<file path="src/design/alr_pkg.sv">
package alr_pkg;

  // Design limits
  localparam int MAX_DEGREE  = 63;
  localparam int X_FRAC_BITS = 30;
  localparam int X_SHIFT     = X_FRAC_BITS - 30;

  // Field widths
  localparam int X_W       = 32;
  localparam int DEG_W     = 6;
  localparam int VAL_W     = 32;
  localparam int CFG_IDX_W = 2;
  localparam int CFG_DAT_W = 6;

  localparam int COEF_DEPTH = MAX_DEGREE + 1;
  localparam int SQRT_CELLS = 32;
  localparam int DEN_W      = 14;
  localparam int CNT_W      = 7;

  // 1/pi in Q30
  localparam logic [28:0] INV_PI_Q30 = 29'd341782637;

  // Divider step counts: 64 integer bits plus the fraction bits
  localparam logic [CNT_W-1:0] DIV_STEPS_INT = 7'd64;
  localparam logic [CNT_W-1:0] DIV_STEPS_C0  = 7'd124;
  localparam logic [CNT_W-1:0] DIV_STEPS_C1  = 7'd112;

  // Register indices
  localparam logic [CFG_IDX_W-1:0] REG_ORDER_M    = 2'd0;
  localparam logic [CFG_IDX_W-1:0] REG_DEGREE_MAX = 2'd1;
  localparam logic [CFG_IDX_W-1:0] REG_NORM_MODE  = 2'd2;

  localparam logic NORM_UNIT = 1'b0;

  typedef struct packed {
    logic             start;
    logic [63:0]      num;
    logic [DEN_W-1:0] den;
    logic [CNT_W-1:0] steps;
  } div_req_t;

  typedef enum logic [4:0] {
    ST_IDLE,
    ST_B_DIV,
    ST_B_DIVW,
    ST_B_MUL1,
    ST_B_MUL2,
    ST_B_SQ,
    ST_B_SQW,
    ST_C_SETUP,
    ST_C0_DIVW,
    ST_C0_SQW,
    ST_C1_DIVW,
    ST_C1_SQW,
    ST_C_WR,
    ST_X,
    ST_X_SQ,
    ST_X_SQW,
    ST_POW,
    ST_FIRST,
    ST_EMIT,
    ST_R_RD,
    ST_R_M1,
    ST_R_M2,
    ST_R_M3,
    ST_R_M4
  } alr_state_t;

endpackage

</file>
<file path="src/design/alr_div.sv">
module alr_div import alr_pkg::*; (
  input  logic        clk,
  input  logic        rst,
  input  div_req_t    req,
  output logic        done,
  output logic [63:0] quo
);

  logic             busy;
  logic [CNT_W-1:0] cnt;
  logic [63:0]      num_sh;
  logic [DEN_W:0]   rem;
  logic [DEN_W-1:0] den;
  logic [DEN_W:0]   sh;
  logic             qbit;
  logic [DEN_W:0]   rem_next;

  // restoring division, one quotient bit per cycle
  always_comb begin
    sh       = {rem[DEN_W-1:0], num_sh[63]};
    qbit     = (sh >= {1'b0, den});
    rem_next = qbit ? (sh - {1'b0, den}) : sh;
  end

  always_ff @(posedge clk) begin
    if (rst) begin
      busy <= 1'b0;
      done <= 1'b0;
      cnt  <= '0;
    end else begin
      done <= 1'b0;
      if (req.start) begin
        busy <= 1'b1;
        cnt  <= req.steps;
      end else if (busy) begin
        cnt <= cnt - 1'b1;
        if (cnt == 7'd1) begin
          busy <= 1'b0;
          done <= 1'b1;
        end
      end
    end
  end

  always_ff @(posedge clk) begin
    if (req.start) begin
      num_sh <= req.num;
      den    <= req.den;
      rem    <= '0;
      quo    <= '0;
    end else if (busy) begin
      num_sh <= num_sh << 1;
      rem    <= rem_next;
      quo    <= {quo[62:0], qbit};
    end
  end

endmodule
</file>
<file path="config.mk">
export PLATFORM = sky130hd
export DESIGN_NAME = alr_div
export DESIGN_NICKNAME = d
export VERILOG_FILES = /design/src/design/alr_pkg.sv /design/src/design/alr_div.sv
export SDC_FILE = /design/constraint.sdc
export NUM_CORES = 1
export LEC_CHECK = 0
export BUFFER_PORTS_ARGS = -buffer_cell sky130_fd_sc_hd__buf_4
export CORE_UTILIZATION = 49
export DETAILED_ROUTE_END_ITERATION = 10
export PLACE_DENSITY = 0.72
export RECOVER_POWER = 50
export SETUP_SLACK_MARGIN = 0.1
export SYNTH_ARGS = -nofsm -noshare
export SYNTH_HDL_FRONTEND = slang
export SYNTH_SLANG_ARGS = --single-unit
export TNS_END_PERCENT = 30
</file>
<file path="constraint.sdc">
create_clock -name clk -period 2.41 [get_ports clk]
set_input_delay 0 -clock clk [delete_from_list [all_inputs] [get_ports clk]]
set_output_delay 0 -clock clk [all_outputs]
set_load 0.005 [all_outputs]
</file>
==> results.py <==
metrics = {
    "outcome": {
        "outcome": "completed",
    },
    "setup_path": {
        "crit_fanout": 2,
        "crit_top_cell": "inv_2",
        "critPathCaptureType": "flip-flop",
        "worstPathCellList": "inv_2 -> ha_1 -> inv_2 -> fa_2 -> a211oi_2 -> o21ai_0 -> a31o_2 -> a21oi_1 -> xor2_1 -> o31ai_1",
        "worstPathArrival_ns": 2.64,
        "worstSetupPathType": "reg -> reg",
        "crit_buf_inv": 2,
        "cp-start-kind": "flip-flop",
        "crit_family": "compound AO/OA/AOI/OAI gates",
        "cpPeakStageDelay_ns": 0.41,
        "critical_path_required_ns": 2.72,
        "cp_slowest_cell": "edfxtp_1",
    },
    "synthesis": {
        "async_flop_share_pct": 0,
        "ys.flop_type": "dfxtp_1",
        "yosysSeqAreaShare_pct": 56.51,
        "synth_simple_gate_area_share_pct": 9.176,
        "avgSynthCellArea_um2": 12.04,
        "postSynthCellCount": 600,
        "synth_compound_area_share_pct": 7.548,
        "muxShareOfSynthArea_pct": 18.82,
        "synth_area_leader_cell": "edfxtp_1",
        "synth_fa_ha_area_share_pct": 3.220,
        "synth_edf_count": 78,
        "synth.most_common_cell": "nor2_1",
        "yosys_warnings": 0,
        "synth_commonest_cells": "98 x nor2_1, 87 x dfxtp_1, 78 x edfxtp_1, 65 x mux2i_1, 63 x mux2_2",
        "synth_seq_cells": 165,
        "synth_top_area_share_pct": 32.41,
        "synthXorXnorAreaFrac_pct": 1.575,
        "yosysUniqueCellTypes": 59,
        "synthTopCellsByArea": "edfxtp_1 32%, dfxtp_1 24%, mux2_2 9.8%, mux2i_1 9.0%, nor2_1 5.1%",
        "synth_area_um2": 7227,
        "synth_fp_nets": 706,
        "synth_top_family_by_area": "multiplexers",
    },
    "route": {
        "postRouteAntennaNets": 0,
        "drt_wl_total_mm": 17.02,
        "detail_route.first_pass.iterations": 4,
        "avgViaCountPerCell": 5.226,
        "dr_total_vias": 5451,
        "first_iter_violations": 288,
        "drt_drc_violations_left": 0,
        "drt-wirelength-per-cell_um": 16.31,
    },
    "sta": {
        "rsz0062_at_grt": "yes",
        "fmax_mhz": 429.1,
        "setup_viol": 0,
        "setup_tns_ns": 0,
        "final.setup_skew_ns": 0.01201,
        "drv_slew": 0,
        "hold_viol_final": 0,
        "post-route-period-util_pct": 96.71,
        "finalCriticalPeriod_ns": 2.331,
        "tightestPinTransition_ns": 0.7388,
        "max-slew-margin-rel_pct": 50.75,
    },
    "final_layout": {
        "area_growth_pct": 40.27,
        "nets": 952,
        "fin_util_pct": 70.01,
        "drive_above_1_share_pct": 33.88,
        "antenna_cells": 0,
    },
    "clocking": {
        "cts.path.max_buffers": 2,
        "clock_sinks": 165,
        "numCtsBuffers": 17,
        "clock_latency_ns": 0.42,
        "cts_tree": "done",
        "ctsHtreeMaxLevel": 4,
        "path_clk_slew_ns": 0.07,
        "cts_root_buf": "clkbuf_16",
    },
    "floorplanning": {
        "rows": 44,
        "start_util_pct": 49.91,
        "dieArea_um2": 15240,
        "io_pins": 153,
        "die_h_um": 123.4,
        "die_x_um": 123.4,
        "core_area_um2": 14480,
    },
    "flow_run": {
        "drv_cap": 0,
    },
    "grt": {
        "grt-ovfl-total": 0,
        "grt_start_max_net_pins": 72,
        "grt_pass1_vias": 5620,
        "grt_first_pass_wirelength_mm": 26.80,
        "track_usage_pct": 23.16,
        "antenna_found_initial": 0,
    },
    "power": {
        "ir_drop_mv": 0.5639,
        "pwr_density_cell_nw_per_um2": 658.0,
        "p_leak_nw": 4.238,
    },
    "placed_design": {
        "gp_congestion": 0.9017,
        "port_buffers": 152,
        "dp_hpwl_mm": 10.62,
    },
    "worst_hold_path": {
        "holdCritPathClass": "in -> reg",
    },
}
## where the power goes
part / switching, W / leakage (nW) / internal (W)
Sequential: 0.0000719 / 1.49 / 0.00312
Clock: 0.00117 / 0.282 / 0.00148
Combinational: 0.000373 / 2.47 / 0.000456
Total: 0.00161 / 4.24 / 0.00506
## through the flow
stage                     cells  area (µm²)  hold slack, ns  total power (W)  setup slack [ns]
after floorplan             600        7233         0.09887         0.003693            0.1207
after global placement      917        8581          0.1796         0.003902          0.005328
after CTS                  1037       10050          0.2943         0.006700           0.09693
final                      1043       10140          0.3342         0.006670           0.07936
after detailed placement    917        8581          0.1797         0.003932          -0.03055
after global routing       1043       10140          0.3164         0.006944          -0.04900
## registers in the layout, summed over array words and instances, names as in the netlist
register / count
rem: 14
done: 1
den: 14
quo: 64
busy: 1
num_sh: 64
cnt: 7
## final cells by class
type                            count  area (µm²)
Multi-Input combinational cell    380        2954
Tap cell                          184       230.2
Sequential cell                   165        4088
Fill cell                        1036        4342
Clock inverter                     14       138.9
Timing Repair Buffer              259        2197
Inverter                           23       90.09
Clock buffer                       18       439.2
## timing repair
action	CTS	global route
setup endpoints to repair	2	16
endpoints found under the hold margin	89	0
hold buffers	88	0
pin swaps	2	5
gates resized for setup	3	9
buffers inserted	0	6
## layer usage
| layer | global-route usage (%) | routed length [µm] |
|---|---|---|
| met2 | 41.41 | 9062 |
| met3 | 5.812 | 669 |
| met5 | 0 | 0 |
| met4 | 8.961 | 383 |
| met1 | 26.41 | 6900 |
## worst paths after layout
kind | start | to | slack (ns) | cells past startpoint
worst max register to register | num_sh[63] | rem[10] | 0.08 | 10
worst max-delay path | num_sh[63] | rem[10] | 0.08 | 10
worst min register to register | rem[2] | rem[2] | 0.49 | 2
worst min-delay path | req[19] | den[12] | 0.33 | 2
## cells in the final DEF, fill, tap and decap left out, drive strengths merged, types with 2 or more instances in the layout
cell and n:
nand4 4, clkbuf 32, o21ai 10, mux2 63, nor2 99, nand2 14, dfxtp 87, o211ai 2
nor4 3, dlygate4sd3 88, a211oi 5, nand2b 2, a41oi 2, ha 17, o31ai 5, nand3 9
and3 2, clkinvlp 3, a21oi 16, a21o 5, edfxtp 78, o311ai 2, xnor2 6, a32oi 4
clkinv 4, mux2i 65, inv 29, xor2 7, a31o 2, a311oi 4, buf 157, a2111oi 2
a31oi 4, nand3b 2, o21a 3, and2 3, nor3 5
## kinds of logic after synthesis
group                      count (synthesis)
DFF                                      165
and+or+nand+nor                          150
muxes                                    128
AOI/OAI and AO/OA                         71
buffers and inverters                     55
adders and majority gates                 18
xor gates and xnor gates                  13
Power figures use the tool's default switching activity.
