### src/design/alr_pkg.sv
package alr_pkg;

  // Design limits
  localparam int MAX_DEGREE  = 63;
  localparam int X_FRAC_BITS = 30;
  localparam int X_SHIFT     = X_FRAC_BITS - 30;

  // Field widths
  localparam int X_W       = 32;
  localparam int DEG_W     = 6;
  localparam int VAL_W     = 32;
  localparam int CFG_IDX_W = 2;
  localparam int CFG_DAT_W = 6;

  localparam int COEF_DEPTH = MAX_DEGREE + 1;
  localparam int SQRT_CELLS = 32;
  localparam int DEN_W      = 14;
  localparam int CNT_W      = 7;

  // 1/pi in Q30
  localparam logic [28:0] INV_PI_Q30 = 29'd341782637;

  // Divider step counts: 64 integer bits plus the fraction bits
  localparam logic [CNT_W-1:0] DIV_STEPS_INT = 7'd64;
  localparam logic [CNT_W-1:0] DIV_STEPS_C0  = 7'd124;
  localparam logic [CNT_W-1:0] DIV_STEPS_C1  = 7'd112;

  // Register indices
  localparam logic [CFG_IDX_W-1:0] REG_ORDER_M    = 2'd0;
  localparam logic [CFG_IDX_W-1:0] REG_DEGREE_MAX = 2'd1;
  localparam logic [CFG_IDX_W-1:0] REG_NORM_MODE  = 2'd2;

  localparam logic NORM_UNIT = 1'b0;

  typedef struct packed {
    logic             start;
    logic [63:0]      num;
    logic [DEN_W-1:0] den;
    logic [CNT_W-1:0] steps;
  } div_req_t;

  typedef enum logic [4:0] {
    ST_IDLE,
    ST_B_DIV,
    ST_B_DIVW,
    ST_B_MUL1,
    ST_B_MUL2,
    ST_B_SQ,
    ST_B_SQW,
    ST_C_SETUP,
    ST_C0_DIVW,
    ST_C0_SQW,
    ST_C1_DIVW,
    ST_C1_SQW,
    ST_C_WR,
    ST_X,
    ST_X_SQ,
    ST_X_SQW,
    ST_POW,
    ST_FIRST,
    ST_EMIT,
    ST_R_RD,
    ST_R_M1,
    ST_R_M2,
    ST_R_M3,
    ST_R_M4
  } alr_state_t;

endpackage

### src/design/alr_sqrt_cell.sv
module alr_sqrt_cell import alr_pkg::*; (
  input  logic        clk,
  input  logic        rst,
  input  logic [4:0]  idx,
  input  logic        up_vld,
  input  logic [63:0] up_rem,
  input  logic [63:0] up_root,
  output logic        dn_vld,
  output logic [63:0] dn_rem,
  output logic [63:0] dn_root
);

  logic [63:0] bitv;
  logic [63:0] trial;
  logic        fits;

  // one digit pair of the restoring square root
  always_comb begin
    bitv  = 64'd1 << (6'd62 - {idx, 1'b0});
    trial = up_root + bitv;
    fits  = (up_rem >= trial);
  end

  always_ff @(posedge clk) begin
    if (rst) begin
      dn_vld <= 1'b0;
    end else begin
      dn_vld <= up_vld;
    end
  end

  always_ff @(posedge clk) begin
    if (fits) begin
      dn_rem  <= up_rem - trial;
      dn_root <= (up_root >> 1) + bitv;
    end else begin
      dn_rem  <= up_rem;
      dn_root <= up_root >> 1;
    end
  end

endmodule

### src/design/alr_sqrt_chain.sv
module alr_sqrt_chain import alr_pkg::*; (
  input  logic        clk,
  input  logic        rst,
  input  logic        sq_vld,
  input  logic [63:0] sq_arg,
  output logic        rt_vld,
  output logic [31:0] rt_val
);

  logic        vld  [0:SQRT_CELLS];
  logic [63:0] rem  [0:SQRT_CELLS];
  logic [63:0] root [0:SQRT_CELLS];

  assign vld[0]  = sq_vld;
  assign rem[0]  = sq_arg;
  assign root[0] = 64'd0;

  for (genvar g = 0; g < SQRT_CELLS; g++) begin : g_cell
    alr_sqrt_cell u_cell (
      .clk     (clk),
      .rst     (rst),
      .idx     (5'(g)),
      .up_vld  (vld[g]),
      .up_rem  (rem[g]),
      .up_root (root[g]),
      .dn_vld  (vld[g+1]),
      .dn_rem  (rem[g+1]),
      .dn_root (root[g+1])
    );
  end

  assign rt_vld = vld[SQRT_CELLS];
  assign rt_val = root[SQRT_CELLS][31:0];

endmodule

### config.mk
export PLATFORM = sky130hd
export DESIGN_NAME = alr_sqrt_chain
export DESIGN_NICKNAME = d
export VERILOG_FILES = /design/src/design/alr_pkg.sv /design/src/design/alr_sqrt_cell.sv /design/src/design/alr_sqrt_chain.sv
export SDC_FILE = /design/constraint.sdc
export NUM_CORES = 2
export LEC_CHECK = 0
export BUFFER_PORTS_ARGS = -buffer_cell sky130_fd_sc_hd__buf_2
export CORE_MARGIN = 8
export CORE_UTILIZATION = 45
export DETAILED_ROUTE_END_ITERATION = 10
export PLACE_DENSITY = 0.64
export RECOVER_POWER = 100
export SLEW_MARGIN = 10
export SYNTH_ARGS = -nofsm -noshare
export SYNTH_HDL_FRONTEND = slang
export SYNTH_SLANG_ARGS = --single-unit
export TNS_END_PERCENT = 1
### constraint.sdc
create_clock -name clk -period 5.7 [get_ports clk]
set_input_delay 0.57 -clock clk [delete_from_list [all_inputs] [get_ports clk]]
set_output_delay 0.57 -clock clk [all_outputs]
set_load 0.01 [all_outputs]
==> impl_metrics.ini <==
[cells_and_area]
most-common-layout-cells = 2544 x dfxtp_1, 693 x inv_1, 652 x nor2_1
area_growth_syn_to_layout_pct = 13.7
fillCellCount = 19000
drive_gt1_frac = 0.0583
layout_commonest_cell = dfxtp_1
fin_cells = 13000
nNetsFinal = 10600

[die]
ios = 100
dieArea_um2 = 228000
rows = 169
fp.dieW_um = 477
core_area_um2 = 212000
die_y_um = 477
initial_core_util = 0.452

[synth]
synth-edff-count = 0
synth_area_leader_cell = dfxtp_1
synthArstFlopShare = 0
syn_inst = 9629
syn-num-nets = 10300
syn_area_um2 = 95800
ys_types = 85
synth_area_leaders = dfxtp_1 53%, ha_1 7.3%, xor2_1 4.0%, xnor2_1 4.0%, a21oi_1 3.3%
ys_warn_count = 0
postSynthAreaPerCell_um2 = 9.95
synth.ff_latch_count = 2544
seq_area_frac_synth = 0.532
synth-main-ff-cell = dfxtp_1
yosysTopAreaCellShare = 0.532

[clock_tree]
cts_root_buf = clkbuf_16
clkLatencyLatePin_ns = 0.93
htree_num_levels = 5
post-cts-setup-buffers = 0
cts_max_path_buffers = 4
cts_tree = done
cts_buffers = 280
cts_num_sinks = 2544
clk_pin_slew_worst_paths_ns = 0.06

[power_and_ir_drop]
peakVddDrop_v = 0.000357
internal-power_mw = 38.2
pwr-share-clk = 0.312
swShare = 0.323
switchingPower_mw = 18.2
p_per_area_nw_per_um2 = 518
finalPower_mw = 56.4
power_frac_comb = 0.240
p_leak_nw = 49.2
seqPwrFrac = 0.449

[grt]
grt_first_pass_wirelength_um = 394000
grt_max_degree = 58
grt_overflow = 0
grt_pass1_vias = 71400
antenna_found_initial = 4
grt_usage = 0.216

[sta]
worst_slack_ns = 0.585
final-hold-violation-count = 0
setup-tns-final_ns = 0
fmax_mhz = 195
clock_skew_ns = 0.0664
finalSetupViolations = 0
tightest_slew_ns = 2.20
slew_headroom = -0.465
post-route-period-util = 0.897
rsz0062_at_grt = false
fin_crit_ns = 5.12
slew_viol_final = 178
hold_ws_ns = 0.145

[setup_path]
rr_worst_depth = 8
cp-startpoint = g_cell[24].u_cell.dn_rem[50]$_DFF_P_
crit_path_end = g_cell[25].u_cell.dn_rem[30]$_DFF_P_
crit_path_start_kind = flop
r2r_start = g_cell[24].u_cell.dn_rem[50]$_DFF_P_
r2r_slack_ns = 0.58
worstSetupPathType = flop to flop
setup.worst_path.end_class = flop
worstPathRequired_ns = 6.46
cp_max_fo = 48
worstPathArrival_ns = 5.88
timing.rr.end = g_cell[25].u_cell.dn_rem[30]$_DFF_P_

[drt]
drc = 2
wl_um = 257000
routedWlPerCell_um = 19.8
firstDrtPassIters = 9
antenna_left = 0
avgViaCountPerCell = 5.32
dr_total_vias = 69000
drtIter0Drc = 4217

[status]
status = complete, but fails checks
violations = design-rule violations, max-capacitance violations, max-slew violations

[placed_design]
pre_cts_ws_ns = 1.19
dp_cells = 12400
portBuffers = 99
hpwl_um = 203000
routabilityCongestion = 1.00

[run]
maxCapViolCount = 5

[min_path]
hp-class = primary input to flop
[registers in the layout, indices dropped and copies added (netlist names)]
register,flops
g_cell.u_cell.dn_vld,32
g_cell.u_cell.dn_rem,1984
g_cell.u_cell.dn_root,528
[layer usage]
metal / GRT usage / up-vias / wire (um)
li1: - / 34200 / -
met3: 0.0308 / 830 / 8190
met4: 0.160 / 2 / 22200
met2: 0.429 / 1689 / 138000
met1: 0.197 / 32300 / 88200
met5: 0 / - / 199
[power by group through the flow]
stage | clock (mW) | sequential (mW) | combinational [mW]
final | 17.6 | 25.3 | 13.5
after global placement | 0 | 25.6 | 13.2
after global routing | 18.7 | 25.7 | 15.0
after detailed placement | 0 | 25.7 | 13.4
after CTS | 17.9 | 25.3 | 13.5
after floorplan | 0 | 24.1 | 10.3
[final cells by class]
class                      instances  area [um2]  area share
sequential                      2544       50900       0.468
multi-input combinational       6216       41600       0.382
clock buffer                     393        8050      0.0739
tap                             2821        3530      0.0324
inverter                         693        2600      0.0239
timing repair buffer             197        1210      0.0112
clock inverter                    87         981     0.00901
antenna                            4        10.0   0.0000919
[critical path: stages (launching register included)]
cell and delay, ns:
dfxtp_1 0.33, or4_1 0.55, or3_1 0.38, or4_1 0.53, or4_1 0.53, nor3_1 0.68
o21ai_0 0.67, clkbuf_2 0.74, mux2_1 0.57
[synth_stat cells (14+ instances only)]
cell / number
ha_1: 558
xor2_1: 442
and3_1: 42
or3_1: 105
a21oi_1: 636
a21boi_0: 23
nor2_1: 652
o31ai_1: 44
or2_2: 38
nand4_1: 164
buf_1: 20
nor2b_1: 109
o21a_1: 99
mux2_2: 80
nor3_1: 265
and4_1: 17
nor4b_1: 45
a31oi_1: 41
o2111ai_1: 14
o211ai_1: 37
nand2_1: 611
inv_1: 693
nor4_1: 353
o21ai_0: 449
nand3_1: 165
nor3b_1: 19
or4_1: 68
dfxtp_1: 2544
o21bai_1: 62
nand2b_1: 111
a2111oi_0: 18
and2_1: 23
clkbuf_1: 140
a21o_1: 218
a211oi_1: 44
xnor2_1: 438
nand3b_1: 29
[metrics by stage]
stage / cell area, um2 / utilization
after floorplan: 95800 / -
after CTS: 109000 / 0.515
after detailed placement: 99400 / 0.469
final: 109000 / 0.514
after global placement: 99400 / 0.469
after global routing: 109000 / 0.514
[worst min-delay path by stage]
| stage | start | endpoint | cells after the start |
|---|---|---|---|
| after detailed placement | g_cell[15].u_cell.dn_rem[0]$_DFF_P_ | g_cell[16].u_cell.dn_rem[0]$_DFF_P_ | 0 |
| after CTS | rst | g_cell[0].u_cell.dn_vld$_SDFF_PP0_ | 2 |
| after global placement | g_cell[15].u_cell.dn_rem[0]$_DFF_P_ | g_cell[16].u_cell.dn_rem[0]$_DFF_P_ | 0 |
| after global routing | rst | g_cell[1].u_cell.dn_vld$_SDFF_PP0_ | 2 |
| after floorplan | g_cell[25].u_cell.dn_rem[8]$_DFF_P_ | g_cell[26].u_cell.dn_rem[8]$_DFF_P_ | 0 |
| final | rst | g_cell[0].u_cell.dn_vld$_SDFF_PP0_ | 2 |
[logic make-up (layout without fill, tap and decap cells)]
kind of cell,after synthesis,count (layout),share of synthesized area
AND/OR/NAND/NOR,2869,2869,0.154
flip-flops,2544,2544,0.532
AO/OA/AOI/OAI,1825,1825,0.117
XOR/XNOR,880,880,0.0805
buffers and inverters,869,1370,0.0344
adder cells (fa/ha/maj),558,558,0.0729
multiplexers,84,84,0.00982
other,0,4,0
[repair_timing]
action	4_1_cts	5_1_grt
gates resized for setup	0	0
hold endpoints to repair	66	0
hold buffers	66	0
Note: power is estimated with default switching activity, not from simulation.
